<file path="config.mk">
export PLATFORM = sky130hd
export DESIGN_NAME = ema_filter_timed_threshold_detect
export DESIGN_NICKNAME = d
export VERILOG_FILES = /design/src/rtl/ema_ftd_pkg.sv /design/src/rtl/ema_ftd_filter.sv /design/src/rtl/ema_ftd_detect.sv /design/src/rtl/ema_filter_timed_threshold_detect.sv
export SDC_FILE = /design/constraint.sdc
export NUM_CORES = 1
export LEC_CHECK = 0
export ABC_AREA = 1
export BUFFER_PORTS_ARGS = -buffer_cell sky130_fd_sc_hd__buf_2
export CAP_MARGIN = 15
export CORE_UTILIZATION = 25
export DETAILED_ROUTE_END_ITERATION = 10
export MAX_ROUTING_LAYER = met4
export PLACE_DENSITY = 0.45
export REMOVE_ABC_BUFFERS = 1
export SLEW_MARGIN = 10
export SYNTH_ARGS = -nofsm -noshare
export SYNTH_HDL_FRONTEND = slang
export SYNTH_SLANG_ARGS = --single-unit
</file>
<file path="constraint.sdc">
create_clock -name clk -period 10.03 [get_ports clk]
set_clock_uncertainty 0.05 [all_clocks]
set_input_delay 2.5075 -clock clk [delete_from_list [all_inputs] [get_ports clk]]
set_output_delay 2.5075 -clock clk [all_outputs]
set_load 0.05 [all_outputs]
</file>
<file path="src/rtl/ema_ftd_pkg.sv">
// Shared types and constants for the EMA filter with timed threshold detection.
`default_nettype none
package ema_ftd_pkg;

  localparam int ACC_WIDTH   = 32;
  localparam int TIME_WIDTH  = 32;
  localparam int SMP_WIDTH   = 16;
  localparam int SHIFT_WIDTH = 4;
  localparam int HOLD_WIDTH  = 16;
  localparam int HOLD_MARGIN = 2;
  localparam int CFG_IDX_WIDTH  = 2;
  localparam int CFG_DATA_WIDTH = 16;

  localparam logic REQ_SAMPLE = 1'b0;
  localparam logic REQ_TICK   = 1'b1;

  localparam logic [CFG_IDX_WIDTH-1:0] CFG_EMA_SHIFT    = 2'd0;
  localparam logic [CFG_IDX_WIDTH-1:0] CFG_THRESHOLD    = 2'd1;
  localparam logic [CFG_IDX_WIDTH-1:0] CFG_INVERSE_MODE = 2'd2;
  localparam logic [CFG_IDX_WIDTH-1:0] CFG_HOLD_TIME_MS = 2'd3;

  typedef struct packed {
    logic                        req_type;
    logic signed [SMP_WIDTH-1:0] sample;
  } in_item_t;

  typedef struct packed {
    logic signed [SMP_WIDTH-1:0] filtered;
    logic                        detected;
    logic                        changed;
  } out_item_t;

  typedef struct packed {
    logic [SHIFT_WIDTH-1:0]      ema_shift;
    logic signed [SMP_WIDTH-1:0] threshold;
    logic                        inverse_mode;
    logic [HOLD_WIDTH-1:0]       hold_time_ms;
  } cfg_t;

  typedef struct packed {
    logic sample_en;
    logic tick_en;
  } step_t;

endpackage
`default_nettype wire

</file>
<file path="src/rtl/ema_ftd_filter.sv">
// Shift-based exponential moving average accumulator and filtered output.
`default_nettype none
module ema_ftd_filter (
  input  wire logic                                     clk,
  input  wire logic                                     rst_n,
  input  wire logic                                     sample_en,
  input  wire logic signed [ema_ftd_pkg::SMP_WIDTH-1:0] sample,
  input  wire logic [ema_ftd_pkg::SHIFT_WIDTH-1:0]      ema_shift,
  output logic signed [ema_ftd_pkg::SMP_WIDTH-1:0]      filtered
);

  logic signed [ema_ftd_pkg::ACC_WIDTH-1:0] acc_r;
  logic signed [ema_ftd_pkg::ACC_WIDTH-1:0] acc_nxt;
  logic signed [ema_ftd_pkg::ACC_WIDTH-1:0] acc_shr;
  logic signed [ema_ftd_pkg::ACC_WIDTH-1:0] new_shr;
  logic signed [ema_ftd_pkg::ACC_WIDTH-1:0] smp_ext;

  always_comb begin
    smp_ext  = {{(ema_ftd_pkg::ACC_WIDTH - ema_ftd_pkg::SMP_WIDTH)
                 {sample[ema_ftd_pkg::SMP_WIDTH-1]}},
                sample};
    acc_shr  = acc_r >>> ema_shift;
    acc_nxt  = acc_r - acc_shr + smp_ext;
    new_shr  = acc_nxt >>> ema_shift;
    filtered = new_shr[ema_ftd_pkg::SMP_WIDTH-1:0];
  end

  always_ff @(posedge clk) begin
    if (!rst_n) begin
      acc_r <= '0;
    end else if (sample_en) begin
      acc_r <= acc_nxt;
    end
  end

endmodule
`default_nettype wire

</file>
<file path="src/rtl/ema_ftd_detect.sv">
// Millisecond timebase and timed threshold detector.
`default_nettype none
module ema_ftd_detect (
  input  wire logic                                     clk,
  input  wire logic                                     rst_n,
  input  wire ema_ftd_pkg::step_t                       step,
  input  wire logic signed [ema_ftd_pkg::SMP_WIDTH-1:0] filtered,
  input  wire ema_ftd_pkg::cfg_t                        cfg,
  output logic                                          detected,
  output logic                                          changed
);

  logic [ema_ftd_pkg::TIME_WIDTH-1:0] now_r;
  logic [ema_ftd_pkg::TIME_WIDTH-1:0] last_r;
  logic                               flag_r;
  logic [ema_ftd_pkg::TIME_WIDTH-1:0] elapsed;
  logic [ema_ftd_pkg::TIME_WIDTH-1:0] limit;
  logic                               in_range;

  always_comb begin
    in_range = cfg.inverse_mode ? (filtered >= cfg.threshold) : (filtered <= cfg.threshold);
    elapsed  = in_range ? '0 : (now_r - last_r);
    limit    = ema_ftd_pkg::TIME_WIDTH'(cfg.hold_time_ms)
             + ema_ftd_pkg::TIME_WIDTH'(ema_ftd_pkg::HOLD_MARGIN);
    detected = (elapsed >= limit);
    changed  = detected ^ flag_r;
  end

  always_ff @(posedge clk) begin
    if (!rst_n) begin
      now_r  <= '0;
      last_r <= '0;
      flag_r <= 1'b0;
    end else begin
      if (step.tick_en) begin
        now_r <= now_r + ema_ftd_pkg::TIME_WIDTH'(1);
      end
      if (step.sample_en) begin
        flag_r <= detected;
        if (in_range) begin
          last_r <= now_r;
        end
      end
    end
  end

endmodule
`default_nettype wire

</file>
<file path="src/rtl/ema_filter_timed_threshold_detect.sv">
// Top level: EMA low-pass filter with timed threshold detection.
// Each input beat is a signed sample or a one-millisecond tick. The block takes one beat
// every cycle unless stalled; a sample is captured in the input register, and the
// accumulator and detector update as it moves into the output register. The input
// stalls only while both registers are full and the result is stalled. Ticks advance
// the time counter and give no result. Configuration registers are written through
// cfg_we/cfg_index/cfg_wdata, by the user only while idle; the block does not enforce it.
`default_nettype none
module ema_filter_timed_threshold_detect (
  input  wire logic                                          clk,
  input  wire logic                                          rst_n,
  input  wire logic                                          in_valid,
  output logic                                               in_stall,
  input  wire ema_ftd_pkg::in_item_t                         in_data,
  output logic                                               out_valid,
  input  wire logic                                          out_stall,
  output ema_ftd_pkg::out_item_t                             out_data,
  input  wire logic                                          cfg_we,
  input  wire logic [ema_ftd_pkg::CFG_IDX_WIDTH-1:0]         cfg_index,
  input  wire logic [ema_ftd_pkg::CFG_DATA_WIDTH-1:0]        cfg_wdata
);

  ema_ftd_pkg::cfg_t     cfg_r;
  ema_ftd_pkg::in_item_t s0_r;
  logic                  s0_valid_r;
  ema_ftd_pkg::out_item_t out_r;
  logic                  out_valid_r;
  logic                  s0_adv;
  logic                  in_acc;
  ema_ftd_pkg::step_t    step;
  logic signed [ema_ftd_pkg::SMP_WIDTH-1:0] filtered;
  logic                  detected;
  logic                  changed;

  always_comb begin
    s0_adv         = s0_valid_r && (!out_valid_r || !out_stall);
    in_stall       = s0_valid_r && !s0_adv;
    in_acc         = in_valid && !in_stall;
    step.sample_en = s0_adv && (s0_r.req_type == ema_ftd_pkg::REQ_SAMPLE);
    step.tick_en   = s0_adv && (s0_r.req_type == ema_ftd_pkg::REQ_TICK);
    out_valid      = out_valid_r;
    out_data       = out_r;
  end

  always_ff @(posedge clk) begin
    if (!rst_n) begin
      cfg_r.ema_shift    <= ema_ftd_pkg::SHIFT_WIDTH'(4);
      cfg_r.threshold    <= '0;
      cfg_r.inverse_mode <= 1'b0;
      cfg_r.hold_time_ms <= '0;
    end else if (cfg_we) begin
      unique case (cfg_index)
        ema_ftd_pkg::CFG_EMA_SHIFT:
          cfg_r.ema_shift    <= cfg_wdata[ema_ftd_pkg::SHIFT_WIDTH-1:0];
        ema_ftd_pkg::CFG_THRESHOLD:
          cfg_r.threshold    <= cfg_wdata[ema_ftd_pkg::SMP_WIDTH-1:0];
        ema_ftd_pkg::CFG_INVERSE_MODE:
          cfg_r.inverse_mode <= cfg_wdata[0];
        ema_ftd_pkg::CFG_HOLD_TIME_MS:
          cfg_r.hold_time_ms <= cfg_wdata[ema_ftd_pkg::HOLD_WIDTH-1:0];
        default: ;
      endcase
    end
  end

  always_ff @(posedge clk) begin
    if (!rst_n) begin
      s0_valid_r  <= 1'b0;
      out_valid_r <= 1'b0;
    end else begin
      if (in_acc) begin
        s0_valid_r <= 1'b1;
      end else if (s0_adv) begin
        s0_valid_r <= 1'b0;
      end
      if (s0_adv) begin
        out_valid_r <= step.sample_en;
      end else if (out_valid_r && !out_stall) begin
        out_valid_r <= 1'b0;
      end
    end
  end

  always_ff @(posedge clk) begin
    if (in_acc) begin
      s0_r <= in_data;
    end
    if (step.sample_en) begin
      out_r.filtered <= filtered;
      out_r.detected <= detected;
      out_r.changed  <= changed;
    end
  end

  ema_ftd_filter u_filter (
    .clk          (clk),
    .rst_n        (rst_n),
    .sample_en    (step.sample_en),
    .sample       (s0_r.sample),
    .ema_shift    (cfg_r.ema_shift),
    .filtered     (filtered)
  );

  ema_ftd_detect u_detect (
    .clk      (clk),
    .rst_n    (rst_n),
    .step     (step),
    .filtered (filtered),
    .cfg      (cfg_r),
    .detected (detected),
    .changed  (changed)
  );

endmodule
`default_nettype wire
</file>
# Yosys cells after proc, flatten, opt, wreduce, memory -nomap -nowiden
# Cells that the tools add are included.
[totals] register_bits=171 mem_bits_ro=0 mem_count=0 word_cells=55 inputBits=40 ram_bits=0 latchBits=0 output_inout_bits=20
[classes] reduce_logical=19 div_mod_pow=0 multipliers=0 order_cmp=3 eq_ne=3 n_addsub=5 mux=6 n_shift=2 n_bitwise=2
[op_table] operator="32-bit subtractor" n=2
[op_table] operator="32-bit by 1-bit adder with 32-bit output (second input constant)" n=1
[op_table] operator="32-bit by 16-bit adder with 32-bit output" n=1
[op_table] operator="32-bit greater-or-equal comparator" n=1
[op_table] operator="32-bit 2-to-1 mux" n=1
[op_table] operator="32-bit by 4-bit >>> shifter with 16-bit output" n=1
[op_table] operator="32-bit by 4-bit >>> shifter with 32-bit output" n=1
[op_table] operator="16-bit by 2-bit adder with 17-bit output (second input constant)" n=1
[op_table] operator="16-bit greater-or-equal comparator" n=1
[op_table] operator="16-bit <= comparator" n=1
[op_table] operator="2-bit AND reduction" n=5
[op_table] operator="1-bit logical AND" n=6
[op_table] operator="1-bit 2-to-1 mux" n=5
[op_table] operator="2-bit equality test (second input constant)" n=2
[op_table] operator="1-bit logical NOT" n=4
[op_table] operator="2-bit nonzero test" n=2
[op_table] operator="2-bit by 1-bit equality test with 1-bit output (second input constant)" n=1
[op_table] operator="2-bit logical NOT" n=1
[op_table] operator="1-bit logical OR" n=1
[op_table] operator="1-bit inverter" n=1
[op_table] operator="1-bit bitwise XOR" n=1

# Longest topological paths before layout
[depth] depth_word=9 ltp_mapped=56 ltp_nobuf=54

# By module
# A second synthesis with hierarchy kept.
[hier_totals] cells_unflattened=2620 area_unflattened_um2=15925.3
[by_module_without_submodules] mod="ema_ftd_filter" n_inst=1 area_each_um2=6927.9 cells_per_inst=1262 seq_area_each_um2=640.6
[by_module_without_submodules] mod="ema_ftd_detect" n_inst=1 area_each_um2=6304.8 cells_per_inst=1069 seq_area_each_um2=1301.2
[by_module_without_submodules] mod="ema_filter_timed_threshold_detect" n_inst=1 area_each_um2=2692.6 cells_per_inst=289 seq_area_each_um2=1831.8

# Worst setup path before layout
# No wires, ideal clock.
[synth_path] kind="register to register" startpoint="register cfg_r[33] (netlist name)" endpoint="register out_r (netlist bit out_data[0]) (data pin)" stages_incl_launch_ff=43 setup_ns=0.252 path_slack_ns=3.608 n_path_buf=4 arrival_time_ns=6.119 synth_period_minus_slack_ns=6.422 required_time_ns=9.728 cell_sequence="dfxtp_1 clkbuf_1 clkbuf_1 buf_1 o21ai_0 a211oi_1 o22ai_1 fa_1 inv_1 fa_1 nand3_1 nand2_2 nand2_1 nand3_2 xor2_1 or2_2 nand3_1 nand3_1 (+7 left out) nand3b_1 nand3_2 clkbuf_1 nor2_1 ha_1 nand2_1 nor2_1 nand4_1 o2111ai_1 nand2_1 nand2_1 nand2_1 nand2_1 nor2_1 nand3_1 nand2_1 nand2_1 nand2_1"
[synth_between] elab_chain_cells=9 elab_cells_between_ends=10 classes_between="add/sub: 2; order compare: 3; shift: 2; mux: 2; bitwise: 1"
[synth_rtl] item="32-bit by 4-bit >>> shifter with 32-bit output" line_no="ema_ftd_filter.sv:22" source="acc_shr = acc_r >>> ema_shift;"
[synth_rtl] item="32-bit subtractor" line_no="ema_ftd_filter.sv:23" source="acc_nxt = acc_r - acc_shr + smp_ext;"
[synth_rtl] item="32-bit by 16-bit adder with 32-bit output" line_no="ema_ftd_filter.sv:23"
[synth_rtl] item="32-bit by 4-bit >>> shifter with 16-bit output (*)" line_no="ema_ftd_filter.sv:24" source="new_shr = acc_nxt >>> ema_shift;"
[synth_rtl] item="via filtered, one bit" line_no="ema_filter_timed_threshold_detect.sv:31" source="logic signed [ema_ftd_pkg::SMP_WIDTH-1:0] filtered;"
[synth_rtl] item="16-bit <= comparator / 16-bit greater-or-equal comparator (equally long branches)" line_no="ema_ftd_detect.sv:21" source="in_range = cfg.inverse_mode ? (filtered >= cfg.threshold) : (filtered <= cfg.threshold);"
[synth_rtl] item="1-bit 2-to-1 mux (*)" line_no="ema_ftd_detect.sv:21"
[synth_rtl] item="32-bit 2-to-1 mux (*)" line_no="ema_ftd_detect.sv:22" source="elapsed = in_range ? '0 : (now_r - last_r);"
[synth_rtl] item="32-bit greater-or-equal comparator (*)" line_no="ema_ftd_detect.sv:25" source="detected = (elapsed >= limit);"
[synth_rtl] item="1-bit bitwise XOR (*)" line_no="ema_ftd_detect.sv:26" source="changed = detected ^ flag_r;"
[synth_rtl] item="via changed" line_no="ema_filter_timed_threshold_detect.sv:33" source="logic changed;"
[synth_rtl] item="to (decl)" line_no="ema_filter_timed_threshold_detect.sv:26" source="ema_ftd_pkg::out_item_t out_r;"
# Mark *: on every way through the listed nets, which the timed path passes. The rest lies on a longest branch.
# A chain may end at the register's enable or synchronous reset.

# Worst setup path in the final report
[layout_path] startpoint="register cfg_r[33] (netlist name)" endpoint="register out_r (netlist bit out_data[0]) (data pin)"
[layout_between] elab_chain_cells=9 elab_cells_between_ends=10 classes_between="add/sub: 2; order compare: 3; shift: 2; mux: 2; bitwise: 1"
[layout_rtl] item="32-bit by 4-bit >>> shifter with 32-bit output" line_no="ema_ftd_filter.sv:22"
[layout_rtl] item="32-bit subtractor" line_no="ema_ftd_filter.sv:23"
[layout_rtl] item="32-bit by 16-bit adder with 32-bit output" line_no="ema_ftd_filter.sv:23"
[layout_rtl] item="32-bit by 4-bit >>> shifter with 16-bit output (*)" line_no="ema_ftd_filter.sv:24"
[layout_rtl] item="via filtered, one bit" line_no="ema_filter_timed_threshold_detect.sv:31"
[layout_rtl] item="16-bit <= comparator / 16-bit greater-or-equal comparator (equally long branches)" line_no="ema_ftd_detect.sv:21"
[layout_rtl] item="1-bit 2-to-1 mux (*)" line_no="ema_ftd_detect.sv:21"
[layout_rtl] item="32-bit 2-to-1 mux (*)" line_no="ema_ftd_detect.sv:22"
[layout_rtl] item="32-bit greater-or-equal comparator (*)" line_no="ema_ftd_detect.sv:25"
[layout_rtl] item="1-bit bitwise XOR (*)" line_no="ema_ftd_detect.sv:26"
[layout_rtl] item="via changed" line_no="ema_filter_timed_threshold_detect.sv:33"
# Marked as above.

==> impl_metrics.toml <==
[worst_setup_path]
reg2reg_from = "cfg_r[33]$_SDFFE_PN0P_"
cp_data_arrival_time_ps = 8540
end_kind = "flop"
crit_path_max_incr_delay_ps = 810
crit_type = "reg -> reg"
cp-start-kind = "flop"
worstPathRequired_ps = 10230
cp_slowest_cell = "dfxtp_2"
ff2ff_path_depth = 40
crit_fanout = 51
critical_path.startpoint = "cfg_r[33]$_SDFFE_PN0P_"
crit_top_cell = "nand2_1"

[routing]
routed_wl_um = 51500
dr.pass1.iters = 5
vias_per_cell = 4.65
drcViolationCount = 0
vias = 15100
postRouteAntennaNets = 0
wl_per_cell_um = 15.8
drt_iter0_drc = 871

[run]
maxCapViolCount = 0

[clock_network]
root_buffer = "clkbuf_16"
cts_tree = "yes"
clk_pin_slew_ps = 80
cts_setup_buffers = 0
cts_resized = 0
clk-insertion-delay-late_ps = 490
clock_path_buffers = 2
cts_buffers = 17
cts_max_level = 4
hold_buffers = 0
cts_sinks = 171

[timing]
hold_slack_ps = 412
fmax_mhz = 120
maxSlewViolCount = 0
worst_pin_slew_ps = 1070
setup_violations = 0
post-route-period-util_pct = 83.1
post-route-min-period_ps = 8330
finalHoldViolations = 0
grt_setup_unrepaired = "no"
finalSetupTns_ps = 0
relSlewSlack_pct = 28.8

[layout]
antenna_cells = 0
nets = 2625
post-route-util_pct = 28.1
syn2layout_area_growth_pct = 11.0
final_area_mm2 = 0.0169
drive_gt1_share_pct = 6.40

[floorplan]
start_util_pct = 25.3
die_width_um = 249
ios = 60
die-area_mm2 = 0.0621
rows = 90
die_h_um = 249
coreArea_mm2 = 0.0604

[logic_synthesis]
synth.distinct_cells = 51
ys_seq_area_share_pct = 24.7
synth-seq-cells = 171
avgSynthCellArea_um2 = 6.25
yosys_warnings = 0
syn_inst = 2443
syn_area_mm2 = 0.0153

[grt]
grt_remaining_overflow = 0
met2_usage_pct = 28.5
use_met1_pct = 22.0
use_met3_pct = 2.48
first_global_vias = 14600
grt_pass1_wl_um = 81100
antenna_found_initial = 0
busiest_layer = "met2"
grt.total_usage_pct = 17.3
grt_max_degree = 68

[placed_design]
dpl-instance-area_mm2 = 0.0163
dp_hpwl_um = 41300
gp_congestion = 0.935
port_buffers = 59

[status]
status = "completed"

[pwr]
power_density_mw_per_mm2 = 217
p_leak_nw = 8.02
ir_drop_uv = 138

[hold_path]
hold_path_startpoint = "u_detect.last_r[29]$_SDFFE_PN0P_"
hp-class = "reg -> reg"
whs_path_depth = 2
==> kinds of logic after synthesis <==
logic type / after synthesis / share of synthesized area (%)
flip-flops: 171 / 24.7
multiplexers: 16 / 1.05
buffers and inverters: 529 / 13.1
adder cells (fa/ha/maj): 130 / 12.2
XOR/XNOR: 45 / 2.63
AO/OA/AOI/OAI: 466 / 16.1
AND/OR/NAND/NOR: 1086 / 30.1
==> metal layers <==
layer	part of all wire, %	routed length [um]
met2	48	24500
met4	2.0	1020
met3	2.9	1480
met1	48	24500
met5	0	0
==> metrics by stage <==
stage	total power [mW]	instances	setup slack (ps)
final	3.67	3250	1700
after global routing	4.04	3250	890
after CTS	3.71	3250	1750
after detailed placement	2.97	3218	1760
after global placement	2.96	3218	1680
after floorplan	2.32	2365	2190
==> path summary, 6_finish.rpt <==
check	end	slack, ps
max	out_data[0]$_DFFE_PP_	1700
max reg2reg	out_data[0]$_DFFE_PP_	1700
min	u_detect.last_r[29]$_SDFFE_PN0P_	410
min reg2reg	u_detect.last_r[29]$_SDFFE_PN0P_	410
==> cells in the mapped netlist (all sizes together) <==
| cell type | number | share of area, % |
|---|---|---|
| o2111ai | 1 | 0.057 |
| xnor2 | 22 | 1.3 |
| nor2 | 160 | 4.1 |
| edfxtp | 35 | 6.9 |
| inv | 446 | 11 |
| nand3 | 168 | 5.8 |
| clkinv | 5 | 0.13 |
| nand2 | 678 | 17 |
| dfxtp | 136 | 18 |
| o21ai | 233 | 7.6 |
| a31oi | 4 | 0.16 |
| o211ai | 26 | 1.3 |
| clkbuf | 56 | 1.4 |
| a211oi | 4 | 0.20 |
| nor4 | 7 | 0.37 |
| and2 | 2 | 0.090 |
| mux2i | 16 | 1.0 |
| xor2 | 23 | 1.3 |
| a21boi | 2 | 0.098 |
| o22ai | 2 | 0.082 |
| nor3b | 1 | 0.082 |
| ha | 98 | 8.0 |
| or2 | 6 | 0.25 |
| fa | 32 | 4.2 |
| o22a | 1 | 0.057 |
| and3 | 1 | 0.041 |
| a221oi | 1 | 0.057 |
| o21bai | 6 | 0.30 |
| o221a | 1 | 0.074 |
| buf | 22 | 0.63 |
| nand3b | 7 | 0.34 |
| nor3 | 33 | 1.2 |
| o21a | 2 | 0.098 |
| nand4 | 23 | 0.94 |
| a21oi | 183 | 6.0 |
==> report_power, final <==
group          switching (mW)  internal, mW
Combinational            1.47         0.681
Sequential             0.0296         0.770
Clock                   0.366         0.355
Total                    1.87          1.81
==> final cells by class <==
type / instances / area [um^2]
Clock inverter: 13 / 145
Multi-Input combinational cell: 1743 / 9500
Inverter: 451 / 1690
Fill cell: 6861 / 43400
Clock buffer: 19 / 464
Sequential cell: 171 / 3780
Tap cell: 782 / 978
Timing Repair Buffer: 71 / 388
==> registers in the layout (all words and copies together) (netlist names) <==
signal,count
s0_valid_r,1
u_detect.last_r,32
s0_r,17
out_valid,1
cfg_r,37
u_detect.flag_r,1
out_data,18
u_filter.acc_r,32
u_detect.now_r,32
==> worst max-delay path, delay by kind of cell, from the launching register on <==
kind	cells	cell delay, ps
adder cells (fa/ha/maj)	4	1320
AND/OR/NAND/NOR	21	2610
buffers and inverters	2	560
AO/OA/AOI/OAI	11	2070
multiplexers	1	190
XOR/XNOR	1	470
flip-flops	1	810
==> cells in the final DEF, fill, tap and decap left out, types with 6 or more instances in the layout <==
cell,instances
a21oi_1,181
buf_2,58
buf_4,13
clkbuf_16,18
dfxtp_1,133
edfxtp_1,35
fa_1,32
ha_1,98
inv_1,440
inv_2,6
mux2i_1,16
nand2_1,667
nand2_2,11
nand3_1,161
nand3_2,6
nand3b_1,7
nand4_1,23
nor2_1,150
nor2_2,8
nor3_1,28
o211ai_1,26
o21ai_0,212
o21ai_1,21
o21bai_1,6
xnor2_1,21
xor2_1,23
No activity file was read; power rests on OpenSTA's default activity.
